[src/sv/dq_pkg.sv]
// Shared constants, codes and ring address arithmetic for the double-ended queue.
// Used by the top level, the slot memory wrapper users and the port checker.
package dq_pkg;

  localparam int DEPTH = 16;
  localparam int WORD_WIDTH = 32;
  localparam int IDX_W = (DEPTH > 1) ? $clog2(DEPTH) : 1;
  localparam int CNT_W = $clog2(DEPTH + 1);

  typedef enum logic [2:0] {
    OP_PUSH_FRONT = 3'd0,
    OP_PUSH_BACK  = 3'd1,
    OP_POP_FRONT  = 3'd2,
    OP_POP_BACK   = 3'd3,
    OP_ERASE      = 3'd4,
    OP_SEARCH     = 3'd5,
    OP_CLEAR      = 3'd6,
    OP_PEEK       = 3'd7
  } op_t;

  typedef enum logic [1:0] {
    ST_OK      = 2'd0,
    ST_EMPTY   = 2'd1,
    ST_FULL    = 2'd2,
    ST_MISSING = 2'd3
  } status_t;

  // Ring position of an offset from a base slot; the offset never exceeds DEPTH.
  function automatic logic [IDX_W-1:0] ring_add(input logic [IDX_W-1:0] base,
                                                input logic [CNT_W-1:0] off);
    logic [CNT_W:0] sum;
    sum = {{(CNT_W + 1 - IDX_W){1'b0}}, base} + {1'b0, off};
    if (sum >= (CNT_W + 1)'(DEPTH)) begin
      sum = sum - (CNT_W + 1)'(DEPTH);
    end
    return sum[IDX_W-1:0];
  endfunction

endpackage

[src/sv/dq_ram.sv]
// Generic single-write, single-read memory with a registered read port.
// Holds the slot words of the queue; depends on nothing else.
module dq_ram #(
  parameter int DEPTH = 16,
  parameter int WIDTH = 32,
  parameter int ADDR_W = (DEPTH > 1) ? $clog2(DEPTH) : 1
) (
  input  logic              clk,
  input  logic              wr_en,
  input  logic [ADDR_W-1:0] wr_addr,
  input  logic [WIDTH-1:0]  wr_data,
  input  logic              rd_en,
  input  logic [ADDR_W-1:0] rd_addr,
  output logic [WIDTH-1:0]  rd_data
);

  logic [WIDTH-1:0] mem [DEPTH];

  always_ff @(posedge clk) begin
    if (wr_en) begin
      mem[wr_addr] <= wr_data;
    end
  end

  always_ff @(posedge clk) begin
    if (rd_en) begin
      rd_data <= mem[rd_addr];
    end
  end

endmodule

[src/sv/double_ended_queue_top.sv]
// Double-ended queue top level: request sequencer, ring pointers and result register.
// Depends on dq_pkg and the dq_ram slot memory.
// Push, pop, clear and peek go from accept through the front and back reads to the result,
// skipping the back read when the queue is left empty; search and erase first walk the held
// words through the single memory read port, one per cycle. One request is in flight at a time;
// the next is accepted from the cycle its result appears; its result waits behind a stalled one.
// Reset clears the pointers, the count and the sequencer; slot words are not cleared.
module double_ended_queue_top (
  input  logic                                clk,
  input  logic                                rst,
  input  logic                                in_valid,
  output logic                                in_stall,
  input  logic [2:0]                          op,
  input  logic signed [dq_pkg::WORD_WIDTH-1:0] value,
  output logic                                out_valid,
  input  logic                                out_stall,
  output logic [1:0]                          status,
  output logic                                found,
  output logic signed [dq_pkg::WORD_WIDTH-1:0] front_value,
  output logic signed [dq_pkg::WORD_WIDTH-1:0] back_value,
  output logic [dq_pkg::CNT_W-1:0]            entry_count
);

  import dq_pkg::*;

  typedef enum logic [2:0] {
    S_IDLE,
    S_SCAN,
    S_SHIFT,
    S_READ_F,
    S_READ_B,
    S_DONE
  } state_t;

  state_t               state;
  op_t                  op_r;
  logic [WORD_WIDTH-1:0] word;
  logic [IDX_W-1:0]     front_index;
  logic [CNT_W-1:0]     occupancy;
  logic [CNT_W-1:0]     cnt;
  status_t              status_r;
  logic                 found_r;
  logic [WORD_WIDTH-1:0] front_word;

  logic                  accept;
  op_t                   op_in;
  logic                  full;
  logic                  is_empty;
  logic                  match;
  logic [IDX_W-1:0]      front_dec;

  logic                  wr_en;
  logic [IDX_W-1:0]      wr_addr;
  logic [WORD_WIDTH-1:0] wr_data;
  logic                  rd_en;
  logic [IDX_W-1:0]      rd_addr;
  logic [WORD_WIDTH-1:0] rd_data;

  assign in_stall  = (state != S_IDLE);
  assign accept    = in_valid && !in_stall;
  assign op_in     = op_t'(op);
  assign full      = (occupancy >= CNT_W'(DEPTH));
  assign is_empty  = (occupancy == '0);
  assign match     = (rd_data == word);
  assign front_dec = (front_index == '0) ? IDX_W'(DEPTH - 1) : front_index - IDX_W'(1);

  always_comb begin
    wr_en   = 1'b0;
    wr_addr = front_index;
    wr_data = value;
    rd_en   = 1'b0;
    rd_addr = front_index;
    unique case (state)
      S_IDLE: begin
        if (accept && !full && (op_in == OP_PUSH_FRONT)) begin
          wr_en   = 1'b1;
          wr_addr = front_dec;
        end else if (accept && !full && (op_in == OP_PUSH_BACK)) begin
          wr_en   = 1'b1;
          wr_addr = ring_add(front_index, occupancy);
        end
      end
      S_SCAN: begin
        rd_en   = 1'b1;
        rd_addr = ring_add(front_index, cnt);
      end
      S_SHIFT: begin
        if (cnt < occupancy) begin
          wr_en   = 1'b1;
          wr_addr = ring_add(front_index, cnt - CNT_W'(1));
          wr_data = rd_data;
          rd_en   = 1'b1;
          rd_addr = ring_add(front_index, cnt + CNT_W'(1));
        end
      end
      S_READ_F: begin
        rd_en   = !is_empty;
        rd_addr = front_index;
      end
      S_READ_B: begin
        rd_en   = 1'b1;
        rd_addr = ring_add(front_index, occupancy - CNT_W'(1));
      end
      S_DONE: begin
      end
      default: begin
      end
    endcase
  end

  dq_ram #(
    .DEPTH(DEPTH),
    .WIDTH(WORD_WIDTH),
    .ADDR_W(IDX_W)
  ) u_ram (
    .clk(clk),
    .wr_en(wr_en),
    .wr_addr(wr_addr),
    .wr_data(wr_data),
    .rd_en(rd_en),
    .rd_addr(rd_addr),
    .rd_data(rd_data)
  );

  always_ff @(posedge clk) begin
    if (rst) begin
      state       <= S_IDLE;
      front_index <= '0;
      occupancy   <= '0;
      out_valid   <= 1'b0;
    end else begin
      if (out_valid && !out_stall && (state != S_DONE)) begin
        out_valid <= 1'b0;
      end
      unique case (state)
        S_IDLE: begin
          if (accept) begin
            op_r     <= op_in;
            word     <= value;
            status_r <= ST_OK;
            found_r  <= 1'b0;
            cnt      <= '0;
            state    <= S_READ_F;
            unique case (op_in)
              OP_PUSH_FRONT: begin
                if (full) begin
                  status_r <= ST_FULL;
                end else begin
                  front_index <= front_dec;
                  occupancy   <= occupancy + CNT_W'(1);
                end
              end
              OP_PUSH_BACK: begin
                if (full) begin
                  status_r <= ST_FULL;
                end else begin
                  occupancy <= occupancy + CNT_W'(1);
                end
              end
              OP_POP_FRONT: begin
                if (is_empty) begin
                  status_r <= ST_EMPTY;
                end else begin
                  front_index <= ring_add(front_index, CNT_W'(1));
                  occupancy   <= occupancy - CNT_W'(1);
                end
              end
              OP_POP_BACK: begin
                if (is_empty) begin
                  status_r <= ST_EMPTY;
                end else begin
                  occupancy <= occupancy - CNT_W'(1);
                end
              end
              OP_ERASE: begin
                if (is_empty) begin
                  status_r <= ST_EMPTY;
                end else begin
                  state <= S_SCAN;
                end
              end
              OP_SEARCH: begin
                if (is_empty) begin
                  status_r <= ST_MISSING;
                end else begin
                  state <= S_SCAN;
                end
              end
              OP_CLEAR: begin
                if (is_empty) begin
                  status_r <= ST_EMPTY;
                end else begin
                  occupancy   <= '0;
                  front_index <= '0;
                end
              end
              OP_PEEK: begin
              end
              default: begin
              end
            endcase
          end
        end
        S_SCAN: begin
          // The word read in the previous cycle sits at offset cnt - 1.
          if ((cnt != '0) && match) begin
            found_r <= 1'b1;
            state   <= (op_r == OP_ERASE) ? S_SHIFT : S_READ_F;
          end else if (cnt == occupancy) begin
            status_r <= ST_MISSING;
            state    <= S_READ_F;
          end else begin
            cnt <= cnt + CNT_W'(1);
          end
        end
        S_SHIFT: begin
          if (cnt < occupancy) begin
            cnt <= cnt + CNT_W'(1);
          end else begin
            occupancy <= occupancy - CNT_W'(1);
            state     <= S_READ_F;
          end
        end
        S_READ_F: begin
          state <= is_empty ? S_DONE : S_READ_B;
        end
        S_READ_B: begin
          front_word <= rd_data;
          state      <= S_DONE;
        end
        S_DONE: begin
          if (!out_valid || !out_stall) begin
            out_valid   <= 1'b1;
            status      <= status_r;
            found       <= found_r;
            front_value <= is_empty ? '0 : front_word;
            back_value  <= is_empty ? '0 : rd_data;
            entry_count <= occupancy;
            state       <= S_IDLE;
          end
        end
        default: begin
          state <= S_IDLE;
        end
      endcase
    end
  end

endmodule

[config.mk]
export PLATFORM = sky130hd
export DESIGN_NAME = double_ended_queue_top
export DESIGN_NICKNAME = d
export VERILOG_FILES = /design/src/sv/dq_pkg.sv /design/src/sv/dq_ram.sv /design/src/sv/double_ended_queue_top.sv
export SDC_FILE = /design/constraint.sdc
export NUM_CORES = 1
export LEC_CHECK = 0
export BUFFER_PORTS_ARGS = -buffer_cell sky130_fd_sc_hd__buf_4
export CAP_MARGIN = 20
export CORE_MARGIN = 3
export CORE_UTILIZATION = 62
export DETAILED_ROUTE_END_ITERATION = 8
export PLACE_DENSITY_LB_ADDON = 0.1
export SYNTH_ARGS = -nofsm -noshare
export SYNTH_HDL_FRONTEND = slang
export SYNTH_SLANG_ARGS = --single-unit
[constraint.sdc]
create_clock -name clk -period 11 [get_ports clk]
set_input_delay 2.2 -clock clk [delete_from_list [all_inputs] [get_ports clk]]
set_output_delay 2.2 -clock clk [all_outputs]
set_load 0.005 [all_outputs]
After elaboration in Yosys (flattened, before gate mapping)
Memory sizes are Yosys's and may differ from the RTL's. A register that Yosys moved wholly into a read port is not among the register bits.
Cells that the tools add are included.
{"block": "word_totals", "regBits": 160, "latch_bits": 0, "ramBits": 512, "romBits": 0, "in_bits": 39, "wordCells": 172, "n_memories": 1}
{"memory": "u_ram.mem", "depth": 16, "word_bits": 32, "rd": 1, "rd_clocked_by_memory_dff": 1, "wr": 1, "line": "dq_ram.sv:17", "rtl": "logic [WIDTH-1:0] mem [DEPTH];"}
{"block": "classes", "add_sub_neg": 17, "multipliers": 0, "div_mod_pow": 0, "n_lt_le_gt_ge": 8, "eq_ne": 31, "shift": 0, "muxes": 62, "n_bitwise": 1, "n_reduce_logical": 37}
{"cell": "$mux W32", "count": 2}
{"cell": "$mux W4", "count": 14}
{"cell": "$mux W5", "count": 9}
{"cell": "$eq A32 B32 Y1", "count": 1}
{"cell": "$add A4 B5 Y6", "count": 5}
{"cell": "$ge A6 B5 Y1 const B", "count": 5}
{"cell": "$pmux W5 S3", "count": 2}
{"cell": "$sub A4 B1 Y4 const B", "count": 7}
{"cell": "$pmux W4 S3", "count": 2}
{"cell": "$ne A2 B2 Y1 const B", "count": 11}
{"cell": "$eq A3 B3 Y1 const B", "count": 6}
{"cell": "$pmux W3 S6", "count": 1}
{"cell": "$mux W3", "count": 5}
{"cell": "$ne A3 B3 Y1 const B", "count": 5}
{"cell": "$mux W2", "count": 7}
{"cell": "$mux W1", "count": 13}
{"cell": "$eq A3 B2 Y1 const B", "count": 4}
{"cell": "$reduce_and A6 Y1", "count": 2}
{"cell": "$add A5 B1 Y5 const B", "count": 2}
{"cell": "$ge A5 B5 Y1 const B", "count": 2}
{"cell": "$pmux W5 S2", "count": 1}
{"cell": "$sub A5 B1 Y5 const B", "count": 2}
{"cell": "$reduce_bool A3 Y1", "count": 3}
{"cell": "$pmux W4 S2", "count": 1}
{"cell": "25 further kinds", "count": 44}

Depth between registers and ports, before layout
Gate-level depths: netlist of run 1.
{"block": "logic_depth", "word_depth": 10, "mapped_depth": 18, "depth_no_buf": 14}

Modules after synthesis
A second synthesis of run 1 with hierarchy kept.
{"block": "unflattened", "cells_unflattened": 1518, "area_unflattened_um2": 28023.1}
{"module": "dq_ram", "n_inst": 1, "cells_per_inst": 838, "area_each_um2": 20155.6, "seq_area_each_um2": 16335.7}
{"module": "double_ended_queue_top", "n_inst": 1, "cells_per_inst": 680, "area_each_um2": 7867.5, "seq_area_each_um2": 4674.5}

Worst setup path after synthesis of run 1
No wires, ideal clock.
{"block": "synth_timing", "kind": "input to register", "startpoint": "input rst", "endpoint": "register back_value[0] in the netlist's numbering, enable pin", "arrival_time_ns": 7.696, "required_ns": 10.394, "path_slack_ns": 2.699, "path_stages": 2, "n_path_buf": 1, "path_cell_list": "clkbuf_1 -> nor3b_1"}
{"block": "synth_between", "elab_chain_cells": 2}
{"element": "from (decl)", "line": "double_ended_queue_top.sv:10", "rtl": "input logic rst,"}
{"element": "$not A1 Y1 (no source line)"}
{"element": "$reduce_and A3 Y1 (no source line)"}
{"element": "to (signal assigned)", "line": "double_ended_queue_top.sv:237", "rtl": "back_value <= is_empty ? '0 : rd_data;"}
{"element": "to (decl)", "line": "double_ended_queue_top.sv:20", "rtl": "output logic signed [dq_pkg::WORD_WIDTH-1:0] back_value,"}
Every way passes these cells.
A chain may end at the register's enable or synchronous reset.

Worst setup path after layout of run 1
{"block": "layout_timing", "startpoint": "register state[2]", "endpoint": "register u_ram.rd_data[3] (read register of u_ram.mem), data pin"}
{"block": "layout_between", "elab_chain_cells": 3, "elab_cells_between_ends": 7}
{"element": "from (decl)", "line": "double_ended_queue_top.sv:35", "rtl": "state_t state;"}
{"element": "from (signal assigned)", "line": "double_ended_queue_top.sv:208", "rtl": "state <= (op_r == OP_ERASE) ? S_SHIFT : S_READ_F;"}
{"element": "from (signal assigned)", "line": "double_ended_queue_top.sv:225", "rtl": "state <= is_empty ? S_DONE : S_READ_B;"}
{"element": "$eq A3 B1 Y1 or $eq A3 B3 Y1 (tied branches)", "line": "double_ended_queue_top.sv:73", "rtl": "unique case (state)"}
{"element": "$reduce_or A2 Y1 (no source line)"}
{"element": "$pmux W1 S3", "line": "double_ended_queue_top.sv:73"}
{"element": "to (decl)", "line": "dq_ram.sv:14", "rtl": "output logic [WIDTH-1:0] rd_data"}
Several ways; a longest one is shown, not always the timed one.

==> results of run 1 <==
state kept, by name (all words and copies together), names as in the netlist:
signal,count
word,32
op_r,3
out_valid,1
state,3
status,2
front_word,32
front_index,4
found,1
entry_count,5
occupancy,5
u_ram.rd_data,32
front_value,32
back_value,32
cnt,5
u_ram.mem,512
status_r,2
found_r,1
metal layers:
layer,vias to the layer above,global-route usage,share of wire
met5,-,0,0
met4,0,0.0831,0.028
met3,119,0.0436,0.082
met2,793,0.428,0.48
met1,8424,0.382,0.41
li1,7594,-,-
logic make-up after synthesis:
logic type | share of synthesized area
AND/OR/NAND/NOR | 0.0932
multiplexers | 0.0477
XOR/XNOR | 0.0150
flip-flops | 0.719
buffers and inverters | 0.0233
adder cells (fa/ha/maj) | 0.0130
AO/OA/AOI/OAI | 0.0886
stage by stage:
step / hold WS [ns] / area, um^2 / worst slack (ns) / total power, mW
after floorplan: 0.400 / 29200 / 2.70 / 6.53
final: 0.427 / 33000 / 5.38 / 9.90
after CTS: 0.427 / 32900 / 5.48 / 9.88
after detailed placement: 0.413 / 30700 / 5.53 / 7.54
after global placement: 0.420 / 30600 / 5.47 / 7.42
after global routing: 0.457 / 33000 / 5.05 / 10.4
how the worst min path moves through the flow:
stage,from,to,slack [ns],cells after the start
after floorplan,found_r$_DFFE_PP_,found$_DFFE_PP_,0.40,0
after global placement,status_r[0]$_SDFFCE_PN1P_,status[0]$_DFFE_PP_,0.42,0
after detailed placement,found_r$_DFFE_PP_,found$_DFFE_PP_,0.41,0
after CTS,found_r$_DFFE_PP_,found$_DFFE_PP_,0.43,0
after global routing,status_r[0]$_SDFFCE_PN1P_,status[0]$_DFFE_PP_,0.46,0
final,status_r[0]$_SDFFCE_PN1P_,status[0]$_DFFE_PP_,0.43,0
cell usage in the layout, fill, tap and decap left out, types with 24 or more instances in the layout:
cell type / synthesis / final
a211oi_1: 68 / 68
and2_0: 39 / 39
and2_1: 123 / 123
mux2_2: 65 / 65
nor2_1: 49 / 32
a21oi_1: 27 / 27
o32ai_1: 32 / 32
edfxtp_1: 691 / 691
and3_1: 34 / 34
ha_1: 24 / 24
clkbuf_16: 0 / 74
xor2_1: 28 / 28
mux2i_1: 66 / 66
a31oi_1: 67 / 67
a211oi_2: 32 / 32
o21ai_0: 27 / 27
nand2_1: 219 / 217
a221o_1: 34 / 34
buf_4: 3 / 140
power by group:
group / internal, mW / leakage, nW / switching [mW] / total, mW
Combinational: 1.47 / 3.74 / 2.43 / 3.90
Sequential: 3.43 / 6.37 / 0.235 / 3.66
Clock: 1.37 / 1.11 / 0.967 / 2.34
Total: 6.27 / 11.2 / 3.63 / 9.90
cell type report:
cell class	count	area, um^2
Clock buffer	86	1900
Clock inverter	44	372
Fill cell	2920	13000
Inverter	21	78.8
Multi-Input combinational cell	1080	7730
Sequential cell	704	21000
Tap cell	600	751
Timing Repair Buffer	145	1160
critical path, cell delays in order, from the launching register on:
cell      delay [ns]
dfxtp_1         0.78
nand2b_1        0.28
or2_2           0.44
nand2_1         0.10
o21ai_0         0.09
ha_1            0.33
inv_1           0.06
o311ai_0        0.31
o21ai_0         0.29
a32oi_4         1.08
buf_4           0.86
nand2_1         0.13
and3_1          0.20
o32ai_1         0.29
a221o_1         0.17
==> flow_summary.ini, run 1 <==
[synth]
synth.avg_cell_area_um2 = 15.2
synth_edf_count = 691
post-synth-top-area-cell = edfxtp_1
synth.top_cells.by_area = edfxtp_1 71%, nand2_1 2.8%, and2_1 2.6%, mux2_2 2.5%, mux2i_1 2.3%
synth_cell_type_count = 66
async_set_or_reset_flop_fraction_in_the_synthesized_netlist = 0
ys.warnings.count = 0
synthDominantCellAreaShare = 0.710
yosys_most_used_dff = edfxtp_1
synth_nets = 1988
synth_sequential_area_ratio = 0.719
synth_common_cells = 691 x edfxtp_1, 219 x nand2_1, 123 x and2_1
synth.cell_area_um2 = 29200
post_synth_inst_count = 1921
postSynthRegisterBits = 704
library_cell_with_the_highest_instance_count_after_synthesis = edfxtp_1

[cts]
clock_tree.root_cell = clkbuf_16
worstSkewPairLatency_ns = 0.61
cts_sinks = 704
cts-root-to-sink-buffers = 3
tritoncts = built
clkSlewWorstSetupHoldPaths_ns = 0.06
post_cts_hold_buffer_count = 0
post-cts-setup-buffers = 0
number_of_cts_inserted_buffers = 70
ctsResizeCount = 0
h-tree-depth = 3

[sta]
achievable-frequency_mhz = 178
max_slew_vio_count = 0
final-setup-viol-count = 0
fraction_of_the_cycle_the_final_worst_path_needs = 0.511
finalClockSkew_ns = 0.0193
max-slew-margin-rel = 0.147
hold_viol = 0
setup-tns-final_ns = 0
grt_setup_unrepaired = false
fin_crit_ns = 5.62
worst-slew-pin-transition_ns = 1.28

[grt]
first_pass_grt_wire_length_mm = 100
antenna_found_initial = 1
gr-total-overflow = 0
grt_pass1_vias = 16362
global_route.usage.total = 0.267
grt_start_max_net_pins = 106

[cells_and_area]
layout-area-overhead-vs-synth_pct = 12.9
fin_util = 0.718
antenna_diode_count = 0
finish.cell_count_without_fillers = 2680
final_nets = 2089
post_route_cells_drive_above_1_share = 0.182

[power_and_ir_drop]
cellPowerDensity_nw_per_um2 = 300
power.ir.vdd_worst_uv = 337
leakage_nw = 11.2

[setup_path]
setup.reg_to_reg.worst_slack_ns = 5.38
worstPathMaxFanout = 74
sort_of_element_at_the_start_of_the_critical_path = flip-flop
r2r-end = u_ram.rd_data[3]$_DFFE_PP_
worstPathArrival_ns = 6.09
critPathLaunch = state[2]$_SDFFE_PP0P_
setup.worst_path.end_class = flip-flop
worstRegToRegCells = 14
setup.worst_path.end = u_ram.rd_data[3]$_DFFE_PP_
crit_type = reg -> reg
worstReg2RegStart = state[2]$_SDFFE_PP0P_
worstPathRequired_ns = 11.47

[detailed_routing]
routed_wl_mm = 67.0
antenna_left = 0
dr.pass1.iters = 7
dr_total_vias = 16930
route.detailed.vias_per_inst = 6.32
post_detailed_route_drc_marker_count = 0
drtIter0Drc = 1766
wl_per_cell_um = 25.0

[floorplan]
die_height_um = 223
core_um2 = 46000
i_o_pins = 113
initial_core_util = 0.636
floorplan.rows = 78
die_area_um2 = 49800
floorplan.die.width_um = 223

[place]
detailedPlacementHpwl_mm = 38.5
place.port_buffers = 112
place.gp.congestion = 0.861
placed_cells_incl_taps = 2548

[hold_path]
hold_class = reg -> reg

[status]
run_status = finished, final reports clean

[job]
max_cap_violations = 0
Note: power is estimated with default switching activity, not from simulation.
==> run 2: changes to the inputs <==
--- a/config.mk
+++ b/config.mk
@@ -5,10 +5,11 @@
 export SDC_FILE = /design/constraint.sdc
 export NUM_CORES = 1
 export LEC_CHECK = 0
+export ABC_AREA = 1
 export BUFFER_PORTS_ARGS = -buffer_cell sky130_fd_sc_hd__buf_4
 export CAP_MARGIN = 20
 export CORE_MARGIN = 3
-export CORE_UTILIZATION = 62
+export CORE_UTILIZATION = 56
 export DETAILED_ROUTE_END_ITERATION = 8
 export PLACE_DENSITY_LB_ADDON = 0.1
 export SYNTH_ARGS = -nofsm -noshare
==> constraint.sdc (replaced) <==
create_clock -name clk -period 4.7 [get_ports clk]
set_input_delay 0.94 -clock clk [delete_from_list [all_inputs] [get_ports clk]]
set_output_delay 0.94 -clock clk [all_outputs]
set_load 0.005 [all_outputs]
==> run 2 against run 1 <==
Effect of this change:
- clock skew rose by 0.0040 ns
- count of clock-buffer cells in the layout rose by 7
- wire length rose by 22%
- critical path type unchanged
- total power rose to 2.6 times the previous value
- area after synthesis rose by 6.2%
==> flow_summary.ini, run 2 <==
[cells_and_area]
final_nets = 3042
layout-area-overhead-vs-synth_pct = 14.0
most_common_cell_after_layout_fill_and_taps_aside = edfxtp_1
antenna_diode_count = 0
final_cell_mix = 691 x edfxtp_1, 605 x nand3_1, 523 x nand2_1
post_route_cells_drive_above_1_share = 0.112
finish.cell_count_without_fillers = 3766
largest_register_ff_count = 512
fin_util = 0.651
finish.instance_area_um2 = 35400
largest_register_by_flop_count = u_ram.mem

[floorplan]
die_height_um = 241
die_area_um2 = 58300
floorplan.rows = 85
initial_core_util = 0.571
core_um2 = 54300
floorplan.die.width_um = 241
i_o_pins = 113

[grt]
grt_pass1_vias = 19895
first_pass_grt_wire_length_mm = 121
global_route.usage.total = 0.281
gr-total-overflow = 0
antenna_found_initial = 4
grt_start_max_net_pins = 173

[cts]
clock_tree.root_cell = clkbuf_16
cts_sinks = 704
post-cts-setup-buffers = 0
cts-root-to-sink-buffers = 3
h-tree-depth = 3
clkSlewWorstSetupHoldPaths_ns = 0.06
number_of_cts_inserted_buffers = 73
ctsResizeCount = 0
tritoncts = built
worstSkewPairLatency_ns = 0.62
post_cts_hold_buffer_count = 0

[setup_path]
worstReg2RegStart = state[1]$_SDFFE_PP0P_
crit_path_frequent_cell = nand3_1
sort_of_element_at_the_start_of_the_critical_path = flip-flop
setup.worst_path.end_class = flip-flop
r2r-end = u_ram.rd_data[24]$_DFFE_PP_
worstPathMaxFanout = 32
crit_type = reg -> reg
worstPathRequired_ns = 5.10
setup.reg_to_reg.worst_slack_ns = 0.87
worstPathArrival_ns = 4.23
max_stage_delay_ns = 0.60
timing.critical_path.cells = nor2_1, nand2_2, o21ai_0, ha_1, inv_1, fa_1, o21ai_1, inv_1, a21oi_4, buf_12, nand3_1, nand3_1, nand3_1, nand2_1
worstRegToRegCells = 14
critical-path-slowest-cell = a21oi_4

[synth]
synth_edf_count = 691
synth.cell_area_um2 = 31000
synth.top_cells.by_area = edfxtp_1 67%, nand3_1 9.8%, nand2_1 6.3%, inv_1 5.5%, nand3b_1 1.8%
synth_common_cells = 691 x edfxtp_1, 605 x nand3_1, 525 x nand2_1
synth_sequential_area_ratio = 0.677
post-synth-top-area-cell = edfxtp_1
ys.warnings.count = 0
async_set_or_reset_flop_fraction_in_the_synthesized_netlist = 0
library_cell_with_the_highest_instance_count_after_synthesis = edfxtp_1
postSynthRegisterBits = 704
post_synth_inst_count = 2855
synth_nets = 2922
synth.avg_cell_area_um2 = 10.9
yosys_most_used_dff = edfxtp_1
synth_cell_type_count = 36
synthDominantCellAreaShare = 0.668

[hold_path]
hold_start = status_r[0]$_SDFFCE_PN1P_
worst_hold_path_endpoint = status[0]$_DFFE_PP_
timing.hold.worst_path_depth = 0
hold_class = reg -> reg

[sta]
worst-slew-pin-transition_ns = 1.07
final.setup.worst_slack_ns = 0.875
final-setup-viol-count = 0
grt_setup_unrepaired = false
finalClockSkew_ns = 0.0232
max-slew-margin-rel = 0.284
fin_crit_ns = 3.83
hold_viol = 0
setup-tns-final_ns = 0
achievable-frequency_mhz = 261
max_slew_vio_count = 0
fraction_of_the_cycle_the_final_worst_path_needs = 0.814

[power_and_ir_drop]
power.ir.vdd_worst_uv = 719
leakage_nw = 14.5
cellPowerDensity_nw_per_um2 = 713

[place]
place_ws_ns = 0.912
detailedPlacementHpwl_mm = 49.9
place.port_buffers = 112
placement.cell_area_um2 = 33100
placed_cells_incl_taps = 3638
place.gp.congestion = 0.926

[detailed_routing]
dr.pass1.iters = 8
antenna_left = 0
wl_per_cell_um = 21.6
post_detailed_route_drc_marker_count = 0
drtIter0Drc = 2591
routed_wl_mm = 81.5
route.detailed.vias_per_inst = 5.61
dr_total_vias = 21125

[job]
max_cap_violations = 0

[status]
run_status = finished, final reports clean
-- run 2: cell types whose count changed after synthesis, moves of 49 or more --
cell | previous run | this run
a31oi_1 | 67 | 3
a211oi_1 | 68 | 7
buf_2 | 41 | 90
and2_1 | 123 | 1
nor2_1 | 49 | 126
mux2_2 | 65 | 0
mux2i_1 | 66 | 0
inv_1 | 21 | 453
nand2_1 | 219 | 525
nand3_1 | 15 | 605
nand3b_1 | 1 | 76
-- run 2: layout make-up --
type	instances	area, um^2
tap	739	925
inverter	461	1730
multi-input combinational	1540	7810
timing repair buffer	195	1680
fill	4154	19000
clock inverter	34	249
clock buffer	93	1970
sequential	704	21000
-- run 2: per-stage QoR --
stage          total power, mW  hold slack, ns
2_1_floorplan             15.7           0.400
5_1_grt                   26.6           0.430
3_5_place_dp              19.7           0.411
3_3_place_gp              19.5           0.412
6_report                  25.2           0.424
4_1_cts                   25.1           0.425
-- run 2: cell families after synthesis --
group / count (synthesis) / synth area share
AOI/OAI and AO/OA: 98 / 0.0174
xor gates and xnor gates: 44 / 0.0124
adders and majority gates: 28 / 0.0123
buffers and inverters: 611 / 0.0784
DFF: 704 / 0.677
and+or+nand+nor: 1370 / 0.203
-- run 2: where the power goes --
part           switching, mW  leakage, nW  internal, mW
sequential             0.400         6.36          8.03
clock                   2.35         1.09          3.12
combinational           8.15         7.04          3.20
total                   10.9         14.5          14.3
-- run 2: worst max path at each step --
stage / startpoint / end / slack [ns]
floorplan: rst / back_value[0]$_SDFFCE_PP0P_ / 0.24
detailed placement: op[2] / u_ram.mem[5][3]$_DFFE_PP_ / 0.91
finish: state[1]$_SDFFE_PP0P_ / u_ram.rd_data[24]$_DFFE_PP_ / 0.87
global route: state[1]$_SDFFE_PP0P_ / u_ram.rd_data[24]$_DFFE_PP_ / 0.67
CTS: state[1]$_SDFFE_PP0P_ / u_ram.rd_data[11]$_DFFE_PP_ / 0.96
global placement: op[2] / u_ram.mem[5][3]$_DFFE_PP_ / 0.94
-- run 2: worst max-delay path, delay by kind of cell, from the launching register on --
| family | cells | cell delay, ns |
|---|---|---|
| buf+inv | 3 | 0.44 |
| fa+ha+maj | 2 | 0.67 |
| compound gates | 3 | 1.04 |
| flops | 1 | 0.43 |
| simple gates | 6 | 1.02 |
-- run 2: per-layer routing --
layer,vias to the layer above,wire (um),GRT usage
met1,10029,33900,0.406
met4,0,3100,0.108
li1,9848,-,-
met5,-,0,0
met3,189,8860,0.0730
met2,1059,35600,0.414
